--- src/hw/rtl/tpm_pkg.sv ---
// Shared types, constants and the seven-point evaluation function for the
// Toom-4 polynomial multiplier. No dependencies.
package tpm_pkg;

  localparam int unsigned CoeffCount = 16;
  localparam int unsigned IdxW       = $clog2(CoeffCount);

  typedef logic [31:0]      word_t;
  typedef word_t [6:0]      pts_t;
  typedef logic [32:0]      wide_t;
  typedef logic [26:0]      coef_t;
  typedef logic [IdxW-1:0]  idx_t;

  localparam wide_t Mask33 = 33'h1_FFFF_FFFF;
  localparam wide_t Mask31 = 33'h0_7FFF_FFFF;
  localparam wide_t Mask30 = 33'h0_3FFF_FFFF;
  localparam wide_t Mask28 = 33'h0_0FFF_FFFF;
  localparam wide_t Mask27 = 33'h0_07FF_FFFF;

  localparam word_t KInv3   = 32'h2AAA_AAAB;
  localparam word_t KInv15I = 32'h6EEE_EEEF;
  localparam word_t KInv9I  = 32'h38E3_8E39;
  localparam word_t KInv15O = 32'h0EEE_EEEF;
  localparam word_t KInv9O  = 32'h08E3_8E39;

  typedef enum logic [4:0] {
    DP_IDLE,
    DP_LOAD,
    DP_OEVAL,
    DP_IEVAL,
    DP_IMUL,
    DP_S_A,
    DP_S_B,
    DP_S_C,
    DP_S_D,
    DP_S_E,
    DP_S_M4,
    DP_S_M5,
    DP_S_M1,
    DP_S_F,
    DP_S_G,
    DP_OLOAD,
    DP_FIX,
    DP_SHIFT
  } dp_op_e;

  typedef enum logic [3:0] {
    ST_LOAD,
    ST_OEVAL,
    ST_IEVAL,
    ST_IMUL,
    ST_ISTEP,
    ST_OLOAD,
    ST_OSTEP,
    ST_FIX,
    ST_EMIT
  } state_e;

  typedef struct packed {
    dp_op_e op;
    logic   outer;
    idx_t   load_idx;
  } cmd_t;

  localparam logic [3:0] LastStep = 4'd9;

  function automatic dp_op_e step_op(logic [3:0] step);
    dp_op_e op;
    unique case (step)
      4'd0:    op = DP_S_A;
      4'd1:    op = DP_S_B;
      4'd2:    op = DP_S_C;
      4'd3:    op = DP_S_D;
      4'd4:    op = DP_S_E;
      4'd5:    op = DP_S_M4;
      4'd6:    op = DP_S_M5;
      4'd7:    op = DP_S_M1;
      4'd8:    op = DP_S_F;
      4'd9:    op = DP_S_G;
      default: op = DP_IDLE;
    endcase
    return op;
  endfunction

  // Values at the points inf, 2, +1, -1, +1/2, -1/2 (scaled) and 0, wrapping at 32 bits.
  function automatic pts_t eval4(word_t x0, word_t x1, word_t x2, word_t x3);
    pts_t  p;
    word_t s;
    word_t t;
    s    = x0 + x2;
    t    = x1 + x3;
    p[2] = s + t;
    p[3] = s - t;
    s    = ((x0 << 2) + x2) << 1;
    t    = (x1 << 2) + x3;
    p[4] = s + t;
    p[5] = s - t;
    p[1] = (x3 << 3) + (x2 << 2) + (x1 << 1) + x0;
    p[6] = x0;
    p[0] = x3;
    return p;
  endfunction

endpackage

--- src/hw/rtl/tpm_controller.sv ---
// Sequencer for loading, inner and outer Toom-4 passes and result output.
// Depends on tpm_pkg; drives tpm_datapath through cmd_t.
module tpm_controller (
  input  logic          clk_i,
  input  logic          rst_ni,
  input  logic          in_valid_i,
  output logic          in_stall_o,
  output logic          out_valid_o,
  input  logic          out_stall_i,
  output logic          last_coeff_o,
  output tpm_pkg::cmd_t cmd_o
);
  import tpm_pkg::*;

  state_e     state_q, state_d;
  idx_t       cnt_q, cnt_d;
  logic [3:0] step_q, step_d;
  logic [2:0] blk_q, blk_d;

  always_ff @(posedge clk_i or negedge rst_ni) begin
    if (!rst_ni) begin
      state_q <= ST_LOAD;
      cnt_q   <= '0;
      step_q  <= '0;
      blk_q   <= '0;
    end else begin
      state_q <= state_d;
      cnt_q   <= cnt_d;
      step_q  <= step_d;
      blk_q   <= blk_d;
    end
  end

  always_comb begin
    state_d = state_q;
    cnt_d   = cnt_q;
    step_d  = step_q;
    blk_d   = blk_q;
    unique case (state_q)
      ST_LOAD: begin
        if (in_valid_i) begin
          cnt_d = cnt_q + 1'b1;
          if (cnt_q == idx_t'(CoeffCount - 1)) state_d = ST_OEVAL;
        end
      end
      ST_OEVAL: begin
        blk_d   = '0;
        state_d = ST_IEVAL;
      end
      ST_IEVAL: begin
        cnt_d   = '0;
        state_d = ST_IMUL;
      end
      ST_IMUL: begin
        cnt_d = cnt_q + 1'b1;
        if (cnt_q == idx_t'(6)) begin
          step_d  = '0;
          state_d = ST_ISTEP;
        end
      end
      ST_ISTEP: begin
        step_d = step_q + 1'b1;
        if (step_q == LastStep) begin
          if (blk_q == 3'd6) begin
            blk_d   = '0;
            state_d = ST_OLOAD;
          end else begin
            blk_d   = blk_q + 1'b1;
            state_d = ST_IEVAL;
          end
        end
      end
      ST_OLOAD: begin
        step_d  = '0;
        state_d = ST_OSTEP;
      end
      ST_OSTEP: begin
        step_d = step_q + 1'b1;
        if (step_q == LastStep) begin
          if (blk_q == 3'd3) begin
            state_d = ST_FIX;
          end else begin
            blk_d   = blk_q + 1'b1;
            state_d = ST_OLOAD;
          end
        end
      end
      ST_FIX: begin
        cnt_d   = '0;
        state_d = ST_EMIT;
      end
      ST_EMIT: begin
        if (!out_stall_i) begin
          cnt_d = cnt_q + 1'b1;
          if (cnt_q == idx_t'(CoeffCount - 1)) state_d = ST_LOAD;
        end
      end
      default: state_d = ST_LOAD;
    endcase
  end

  always_comb begin
    cmd_o.op       = DP_IDLE;
    cmd_o.outer    = 1'b0;
    cmd_o.load_idx = cnt_q;
    in_stall_o     = 1'b1;
    out_valid_o    = 1'b0;
    last_coeff_o   = 1'b0;
    unique case (state_q)
      ST_LOAD: begin
        in_stall_o = 1'b0;
        if (in_valid_i) cmd_o.op = DP_LOAD;
      end
      ST_OEVAL: cmd_o.op = DP_OEVAL;
      ST_IEVAL: cmd_o.op = DP_IEVAL;
      ST_IMUL:  cmd_o.op = DP_IMUL;
      ST_ISTEP: cmd_o.op = step_op(step_q);
      ST_OLOAD: cmd_o.op = DP_OLOAD;
      ST_OSTEP: begin
        cmd_o.op    = step_op(step_q);
        cmd_o.outer = 1'b1;
      end
      ST_FIX:   cmd_o.op = DP_FIX;
      ST_EMIT: begin
        out_valid_o  = 1'b1;
        last_coeff_o = (cnt_q == idx_t'(CoeffCount - 1));
        if (!out_stall_i) cmd_o.op = DP_SHIFT;
      end
      default: cmd_o.op = DP_IDLE;
    endcase
  end

endmodule

--- config.mk ---
export PLATFORM = sky130hd
export DESIGN_NAME = tpm_controller
export DESIGN_NICKNAME = d
export VERILOG_FILES = /design/src/hw/rtl/tpm_pkg.sv /design/src/hw/rtl/tpm_controller.sv
export SDC_FILE = /design/constraint.sdc
export NUM_CORES = 1
export LEC_CHECK = 0
export BUFFER_PORTS_ARGS = -buffer_cell sky130_fd_sc_hd__buf_2
export CORE_MARGIN = 2
export CORE_UTILIZATION = 41
export DETAILED_ROUTE_END_ITERATION = 10
export MAX_ROUTING_LAYER = met4
export PLACE_DENSITY = 0.71
export REMOVE_ABC_BUFFERS = 1
export SYNTH_ARGS = -nofsm -noshare
export SYNTH_HDL_FRONTEND = slang
export SYNTH_SLANG_ARGS = --single-unit
--- constraint.sdc ---
create_clock -name clk_i -period 1.7 [get_ports clk_i]
set_input_delay 0.51 -clock clk_i [delete_from_list [all_inputs] [get_ports clk_i]]
set_output_delay 0.51 -clock clk_i [all_outputs]
set_load 0.02 [all_outputs]
After elaboration in Yosys (flattened, before gate mapping) --
Memory sizes are Yosys's and may differ from the RTL's. Index checks and enable logic that the tools add are counted.
Word-level totals: register bits after elaboration 15, logic and storage cells 67, memories kept 2, input bits 4, bits in read-only memories 128
Memory list:
- (no name shown) | depth 16, bits a word 4, read ports 1, clocked after Yosys merged registers in 0, write ports 0, RTL line tpm_pkg.sv:69 | unique case (step)
- (no name shown) | depth 16, bits a word 4, read ports 1, clocked after Yosys merged registers in 0, write ports 0, RTL line tpm_pkg.sv:69
Operators by class: mux-type cells 27, reduce and logical (&&, ||, !) cells 10, equal/unequal tests 21, add/sub/neg operators 3
Operators by type and width (count):
- one-hot mux 5 bit (9 select lines) | 1
- 2-to-1 mux 4 bit | 10
- one-hot mux 4 bit (9 select lines) | 1
- == test 4 x 3 -> 1 bit (second input constant) | 5
- inequality test 2 bit (second input constant) | 8
- one-hot mux 4 bit (4 select lines) | 1
- 2-to-1 mux 3 bit | 5
- == test 4 bit (second input constant) | 3
- one-hot mux 4 bit (3 select lines) | 1
- one-hot mux 3 bit (3 select lines) | 1
- adder 4 x 1 -> 4 bit (second input constant) | 2
- == test 4 x 2 -> 1 bit (second input constant) | 2
- AND reduction 7 bit | 1
- nonzero test 3 bit | 2
- 2-to-1 mux 1 bit | 5
- 2-to-1 mux 5 bit | 1
- == test 4 x 1 -> 1 bit (second input constant) | 1
- logical NOT 4 bit | 1
- AND reduction 4 bit | 1
- nonzero test 4 bit | 1
- OR reduction 2 bit | 2
- adder 3 x 1 -> 3 bit (second input constant) | 1
- == test 3 x 2 -> 1 bit (second input constant) | 1
- == test 3 bit (second input constant) | 1
- 3 further kinds | 3

Logic depth before layout (Yosys ltp) --
Gate-level depths: netlist of the first run.
depth after elaboration 4, depth in mapped cells 6

Worst setup path after synthesis of the first run --
No wires, ideal clock.
path kind register to output, start point register step_q[0], end point output cmd_o[8] (netlist name), arrival 2.180 ns, cell stages (with the launch flop) 6, setup slack -0.990 ns, data required time 1.190 ns, cells stage by stage dfrtp_1 > ha_1 > inv_1 > ha_1 > o221a_2 > a2111oi_0
RTL lines:
- start, declared | RTL line tpm_controller.sv:17 | logic [3:0] step_q, step_d;
- start signal, assigned | RTL line tpm_controller.sv:29 | step_q <= step_d;
- end, declared | RTL line tpm_controller.sv:11 | output tpm_pkg::cmd_t cmd_o

==> flow_summary.toml, run 1 <==
[route]
postRouteAntennaNets = 0
first_iter_violations = 130
drt-vias-per-instance = 6.118
wl_per_cell_um = 21.05
vias = 1401
dr.pass1.iters = 4
remaining_drc_errors = 0
drt_wl_total_um = 4821

[clock_tree]
clock_path_buffers = 2
cts_buffers = 3
tritoncts = "yes"
ctsHtreeMaxLevel = 1
ctsHoldBuffers = 0
cts_sinks = 15
path_clk_slew_ps = 120
worstSkewPairLatency_ps = 300
clockRootBuffer = "clkbuf_4"

[logic_synthesis]
synth-main-ff-cell = "dfrtp_1"
yosys.area.top_type_share_pct = 30.09
ys_ff_latch = 15
synthArstFlopShare_pct = 100.0
synth_cell_types = 51
yosys.area.top_type = "dfrtp_1"
synth_area_leaders = "dfrtp_1, ha_1, mux2_4"
synth_edf_count = 0
synth.cell_area_um2 = 1247
netlist_instances = 132
yosysWarnings = 0
avgSynthCellArea_um2 = 9.450
yosysSeqAreaShare_pct = 30.09

[timing]
slew_headroom_pct = 76.02
finalCritPeriodShare_pct = 134.6
max_slew.worst_pin.slew_ps = 359.7
drv_slew = 0
max_freq_mhz = 437.0
fin_setup_tns_ps = -5188
fin_crit_ps = 2288
clock_skew_ps = 12.51
hold_viol = 0
postLayoutSetupSlackWorst_ps = -588.1
rsz0062_at_grt = "yes"
setup_viol = 20

[power]
p_per_area_nw_per_um2 = 2106
clkPwrFrac_pct = 5.2
combPwrFrac_pct = 80.1
switchingPower_w = 0.002078
switching_share_pct = 46.52
p_leak_nw = 0.9856
internal_power_w = 0.002389
ir_drop_v = 0.0007009
power_frac_seq_pct = 14.8

[critical_path]
cp.arrival_ps = 1780
slowest_stage = "dfrtp_1"
crit_required_ps = 1190
critPathBufInv = 2
cp_max_fo = 2
path_cells = "ha_2 -> inv_2 -> ha_4 -> o221a_4 -> a2111oi_4 -> buf_4"
path_class = "flop to output port"
cp-end-kind = "output port"
startpoint_type = "flop"
max_stage_delay_ps = 390
critPathTopFamily = "compound AO/OA/AOI/OAI gates"

[global_routing]
grt_pass1_vias = 1264
grt_pass1_wl_um = 5754
grt_max_degree = 16
grt_overflow_total = 0
antenna_found_initial = 0
grtUsageTotal_pct = 22.51

[placed_design]
dp.cells = 206
dp_hpwl_um = 2324
place.gp.congestion = 0.8682
io_buffers = 16

[die]
dieArea_um2 = 3500
fp.dieH_um = 59.16
start_util_pct = 41.89
ios = 17
die_x_um = 59.16
coreArea_um2 = 2978
rows = 20

[cells_and_area]
nets = 211
syn_to_final_growth_pct = 70.01
regArea_um2 = 377.9
final_common_cell = "buf_4"
layout.cells.non_filler = 229
multiInputGateArea_um2 = 1049
layout_common_cells = "buf_4, buf_6, dfrtp_1"
final_layout_size_suffix_gt1_share_pct = 65.31
antenna_cells = 0
fillCellCount = 171

[outcome]
outcome = "finished with violations"
violations = "setup timing"

[run]
drv_cap = 0

[min_path]
hold_path.class = "input pin to asynchronous set/reset pin"
## layer usage
metal	global-route usage, %	up-vias	routed length [µm]
li1	-	608	-
met1	26.31	682	1789
met2	39.52	86	2498
met3	1.965	25	315
met4	9.091	0	218
met5	-	-	0
## metrics by stage
stage | hold slack [ps] | cell area [µm²] | setup slack, ps | total power (W) | utilization, %
CTS | 127.4 | 1829 | -567.4 | 0.003537 | 61.43
floorplan | 214.4 | 1200 | -990.0 | 0.001902 | -
finish | 92.21 | 2121 | -588.1 | 0.004467 | 71.22
global route | 107.3 | 2121 | -652.7 | 0.004651 | 71.22
global placement | 442.0 | 1562 | -323.7 | 0.002720 | 52.44
detailed placement | 450.7 | 1562 | -386.7 | 0.002786 | 52.44
## flip-flops by register name (all words and copies together) (netlist names)
name     count
cnt_q        4
state_q      4
blk_q        3
step_q       4
## cells by family (layout without fill, tap and decap cells)
family | Yosys count | after routing | share of synthesized area [%]
buf+inv | 19 | 83 | 7.422
mux | 7 | 7 | 7.121
compound gates | 34 | 34 | 22.27
xor+xnor | 1 | 1 | 0.7022
fa+ha+maj | 10 | 10 | 10.03
flops | 15 | 15 | 30.09
simple gates | 46 | 46 | 22.37
## final cells by class
type                    count  area share (%)
multi-input cells          98           49.44
repair buffers             67           26.78
flip-flops and latches     15           17.82
inverters                  12           2.714
well taps                  33           1.947
clock buffers               3           1.062
clock inverters             1          0.2360
## Yosys cell counts, types with 2 or more instances
library cell / instances
dfrtp_1: 15
ha_1: 10
inv_1: 10
nor2_1: 9
nand2_1: 8
nand2b_1: 6
nand3_1: 6
a21oi_1: 4
o211ai_1: 4
buf_4: 3
mux2_4: 3
o21ai_1: 3
o22ai_1: 3
a21o_1: 2
a22o_1: 2
buf_2: 2
inv_2: 2
mux2_1: 2
nand3b_2: 2
nand4_1: 2
nor2b_1: 2
nor3_4: 2
o2bb2ai_1: 2
## power groups by stage
| stage | logic [W] | clock network (W) | registers (W) |
|---|---|---|---|
| final | 0.00358 | 0.000231 | 0.000659 |
| after global routing | 0.00374 | 0.000247 | 0.000666 |
| after CTS | 0.00268 | 0.000221 | 0.000635 |
| after detailed placement | 0.00216 | 0 | 0.000621 |
| after global placement | 0.00211 | 0 | 0.000610 |
| after floorplan | 0.00112 | 0 | 0.000779 |
## repair_timing
item	4_1_cts	5_1_grt
resized for setup	42	52
hold endpoints to repair	0	0
buffers inserted	8	16
endpoints found under the setup margin	16	22
pin swaps	17	20
## worst paths after layout
check / startpoint / end / slack, ps / cells after the start
setup / recovery: step_q[1]$_DFFE_PN0P_ / cmd_o[8] / -590 / 6
hold / removal: rst_ni / blk_q[2]$_DFFE_PN0P_ / 90 / 1
setup reg to reg: step_q[0]$_DFFE_PN0P_ / state_q[2]$_DFFE_PN0P_ / -360 / 10
hold reg to reg: blk_q[2]$_DFFE_PN0P_ / blk_q[2]$_DFFE_PN0P_ / 560 / 1
max in group asynchronous: rst_ni / state_q[3]$_DFFE_PN0P_ / 1310 / 1
min in group clk_i: blk_q[2]$_DFFE_PN0P_ / blk_q[2]$_DFFE_PN0P_ / 560 / 1
Note: power is estimated with default switching activity, not from simulation.
==> inputs of run 2 (changes only) <==
- clock period: 1.7 -> 2.1 ns (I/O delays scaled with it)
==> run 2 against run 1 <==
The flow still finishes with violations (setup timing). Count of clock-buffer cells in the layout is the same. Combinational power shrank 43%. Non-clock buffer count shrank 23. Register-to-register slack gained 480 ps. Global-route usage shrank 3.1 points. Sequential cell count is the same. First-iteration DRC count shrank 45%. Cell count shrank 10%. Power shrank 38%. Die area is the same. Core utilization shrank 12 points. Design area shrank 17%.
==> flow_summary.toml, run 2 (same netlist as run 1, synthesis figures left out) <==
[outcome]
outcome = "finished with violations"
violations = "setup timing"

[critical_path]
path_cells = "ha_2 -> inv_2 -> ha_4 -> o221a_4 -> a2111oi_4 -> buf_4"
cp-end-kind = "output port"
critPathBufInv = 2
r2r_start = "step_q[0]$_DFFE_PN0P_"
path_class = "flop to output port"
endpoint = "cmd_o[8]"
cp.arrival_ps = 1750
path_depth = 6
slowest_stage = "dfrtp_1"
cp_max_fo = 2
startpoint = "step_q[0]$_DFFE_PN0P_"
startpoint_type = "flop"
r2r-end = "blk_q[1]$_DFFE_PN0P_"
crit_required_ps = 1470
reg2reg_slack_ps = 120
max_stage_delay_ps = 380
critPathTopFamily = "compound AO/OA/AOI/OAI gates"
reg2reg_depth = 8

[timing]
postLayoutSetupSlackWorst_ps = -277.5
clock_skew_ps = 4.947
fin_crit_ps = 2378
rsz0062_at_grt = "yes"
max_freq_mhz = 420.6
max_slew.worst_pin.slew_ps = 375.2
slew_headroom_pct = 74.99
hold_viol = 0
drv_slew = 0
hold_ws_ps = 234.7
finalCritPeriodShare_pct = 113.2
setup_viol = 5

[power]
internal_power_w = 0.001462
switchingPower_w = 0.001301
finalPower_w = 0.002763
ir_drop_v = 0.0003879
combPwrFrac_pct = 73.5
clkPwrFrac_pct = 6.3
p_per_area_nw_per_um2 = 1569
p_leak_nw = 0.8012
switching_share_pct = 47.08
power_frac_seq_pct = 20.2

[die]
dieArea_um2 = 3500
start_util_pct = 41.89
coreArea_um2 = 2978
die_x_um = 59.16
ios = 17
fp.dieH_um = 59.16
rows = 20

[route]
dr.pass1.iters = 4
drt-vias-per-instance = 5.689
wl_per_cell_um = 16.43
postRouteAntennaNets = 0
vias = 1172
remaining_drc_errors = 0
first_iter_violations = 72
drt_wl_total_um = 3385

[run]
drv_cap = 0

[clock_tree]
clockRootBuffer = "clkbuf_4"
ctsHoldBuffers = 0
tritoncts = "yes"
path_clk_slew_ps = 100
clock_path_buffers = 2
worstSkewPairLatency_ps = 290
cts_sinks = 15
cts_buffers = 3
ctsHtreeMaxLevel = 1

[global_routing]
antenna_found_initial = 0
grtUsageTotal_pct = 19.43
grt_overflow_total = 0
grt_pass1_wl_um = 4892
grt_pass1_vias = 1000
grt_max_degree = 18

[min_path]
hold_path.class = "input pin to asynchronous set/reset pin"

[placed_design]
place.gp.congestion = 0.8340
dp_hpwl_um = 2083
io_buffers = 16

[cells_and_area]
antenna_cells = 0
top_regs = "cnt_q: 4 flops, state_q: 4 flops, step_q: 4 flops"
syn_to_final_growth_pct = 41.22
final_common_cell = "buf_4"
nets = 188
layout_common_cells = "buf_4, dfrtp_1, buf_2"
final_layout_size_suffix_gt1_share_pct = 49.13
fillCellCount = 225
[run 2: cell count changes in the layout (fill, tap and decap cells not counted), moves of 3 or more]
cell / delta
buf_4: -10
buf_6: -15
nand2b_4: -3
nand3_1: +3
[run 2: how the worst min path moves through the flow]
stage                         start                      to  slack [ps]
2_1_floorplan                rst_ni    blk_q[0]$_DFFE_PN0P_         330
6_report                     rst_ni   step_q[1]$_DFFE_PN0P_         230
3_3_place_gp   blk_q[2]$_DFFE_PN0P_    blk_q[2]$_DFFE_PN0P_         520
4_1_cts                      rst_ni    blk_q[0]$_DFFE_PN0P_         240
3_5_place_dp   blk_q[2]$_DFFE_PN0P_    blk_q[2]$_DFFE_PN0P_         530
5_1_grt                      rst_ni  state_q[1]$_DFFE_PN0P_         240
[run 2: timing repair]
item / 4_1_cts / 5_1_grt
buffers inserted: 4 / 13
gates resized for setup: 36 / 16
endpoints found under the setup margin: 9 / 9
pin swaps: 10 / 9
gates cloned: 0 / 0
[run 2: power groups by stage]
stage | logic [W] | registers, W | clock network, W
3_3_place_gp | 0.00138 | 0.000556 | 0
4_1_cts | 0.00168 | 0.000583 | 0.000180
6_report | 0.00203 | 0.000558 | 0.000173
3_5_place_dp | 0.00141 | 0.000563 | 0
2_1_floorplan | 0.000909 | 0.000630 | 0
5_1_grt | 0.00218 | 0.000572 | 0.000190
[run 2: metrics by stage]
step	instances	cell area (µm²)	setup slack, ps	setup TNS [ps]	utilization, %
global route	206	1762	-338.2	-1135	59.16
detailed placement	185	1404	-103.7	-103.7	47.14
CTS	193	1604	-238.7	-740.2	53.87
floorplan	125	1200	-710.0	-710.0	-
finish	206	1762	-277.5	-800.3	59.16
global placement	185	1404	-39.65	-39.65	47.14
[run 2: worst register-to-register path, stage by stage (launching register included)]
cell and delay (ps):
dfrtp_1 380, buf_6 140, buf_6 110, ha_4 140, nand3b_4 80, buf_4 160, a2111oi_4 340, o21ba_4 230
mux2_4 300
[run 2: cell type report]
type	count	area (µm²)	area share, %
Multi-Input combinational cell	98	923.4	52.41
Inverter	12	52.55	2.983
Tap cell	33	41.29	2.344
Clock buffer	3	22.52	1.278
Clock inverter	1	5.005	0.2841
Timing Repair Buffer	44	334.1	18.96
Sequential cell	15	382.9	21.73
[run 2: metal layers]
layer | up-vias | global-route usage [%] | part of all wire (%)
li1 | 563 | - | -
met1 | 574 | 26.26 | 45
met2 | 28 | 29.37 | 50
met3 | 7 | 3.275 | 3.3
met4 | 0 | 6.818 | 2.0
met5 | - | - | 0
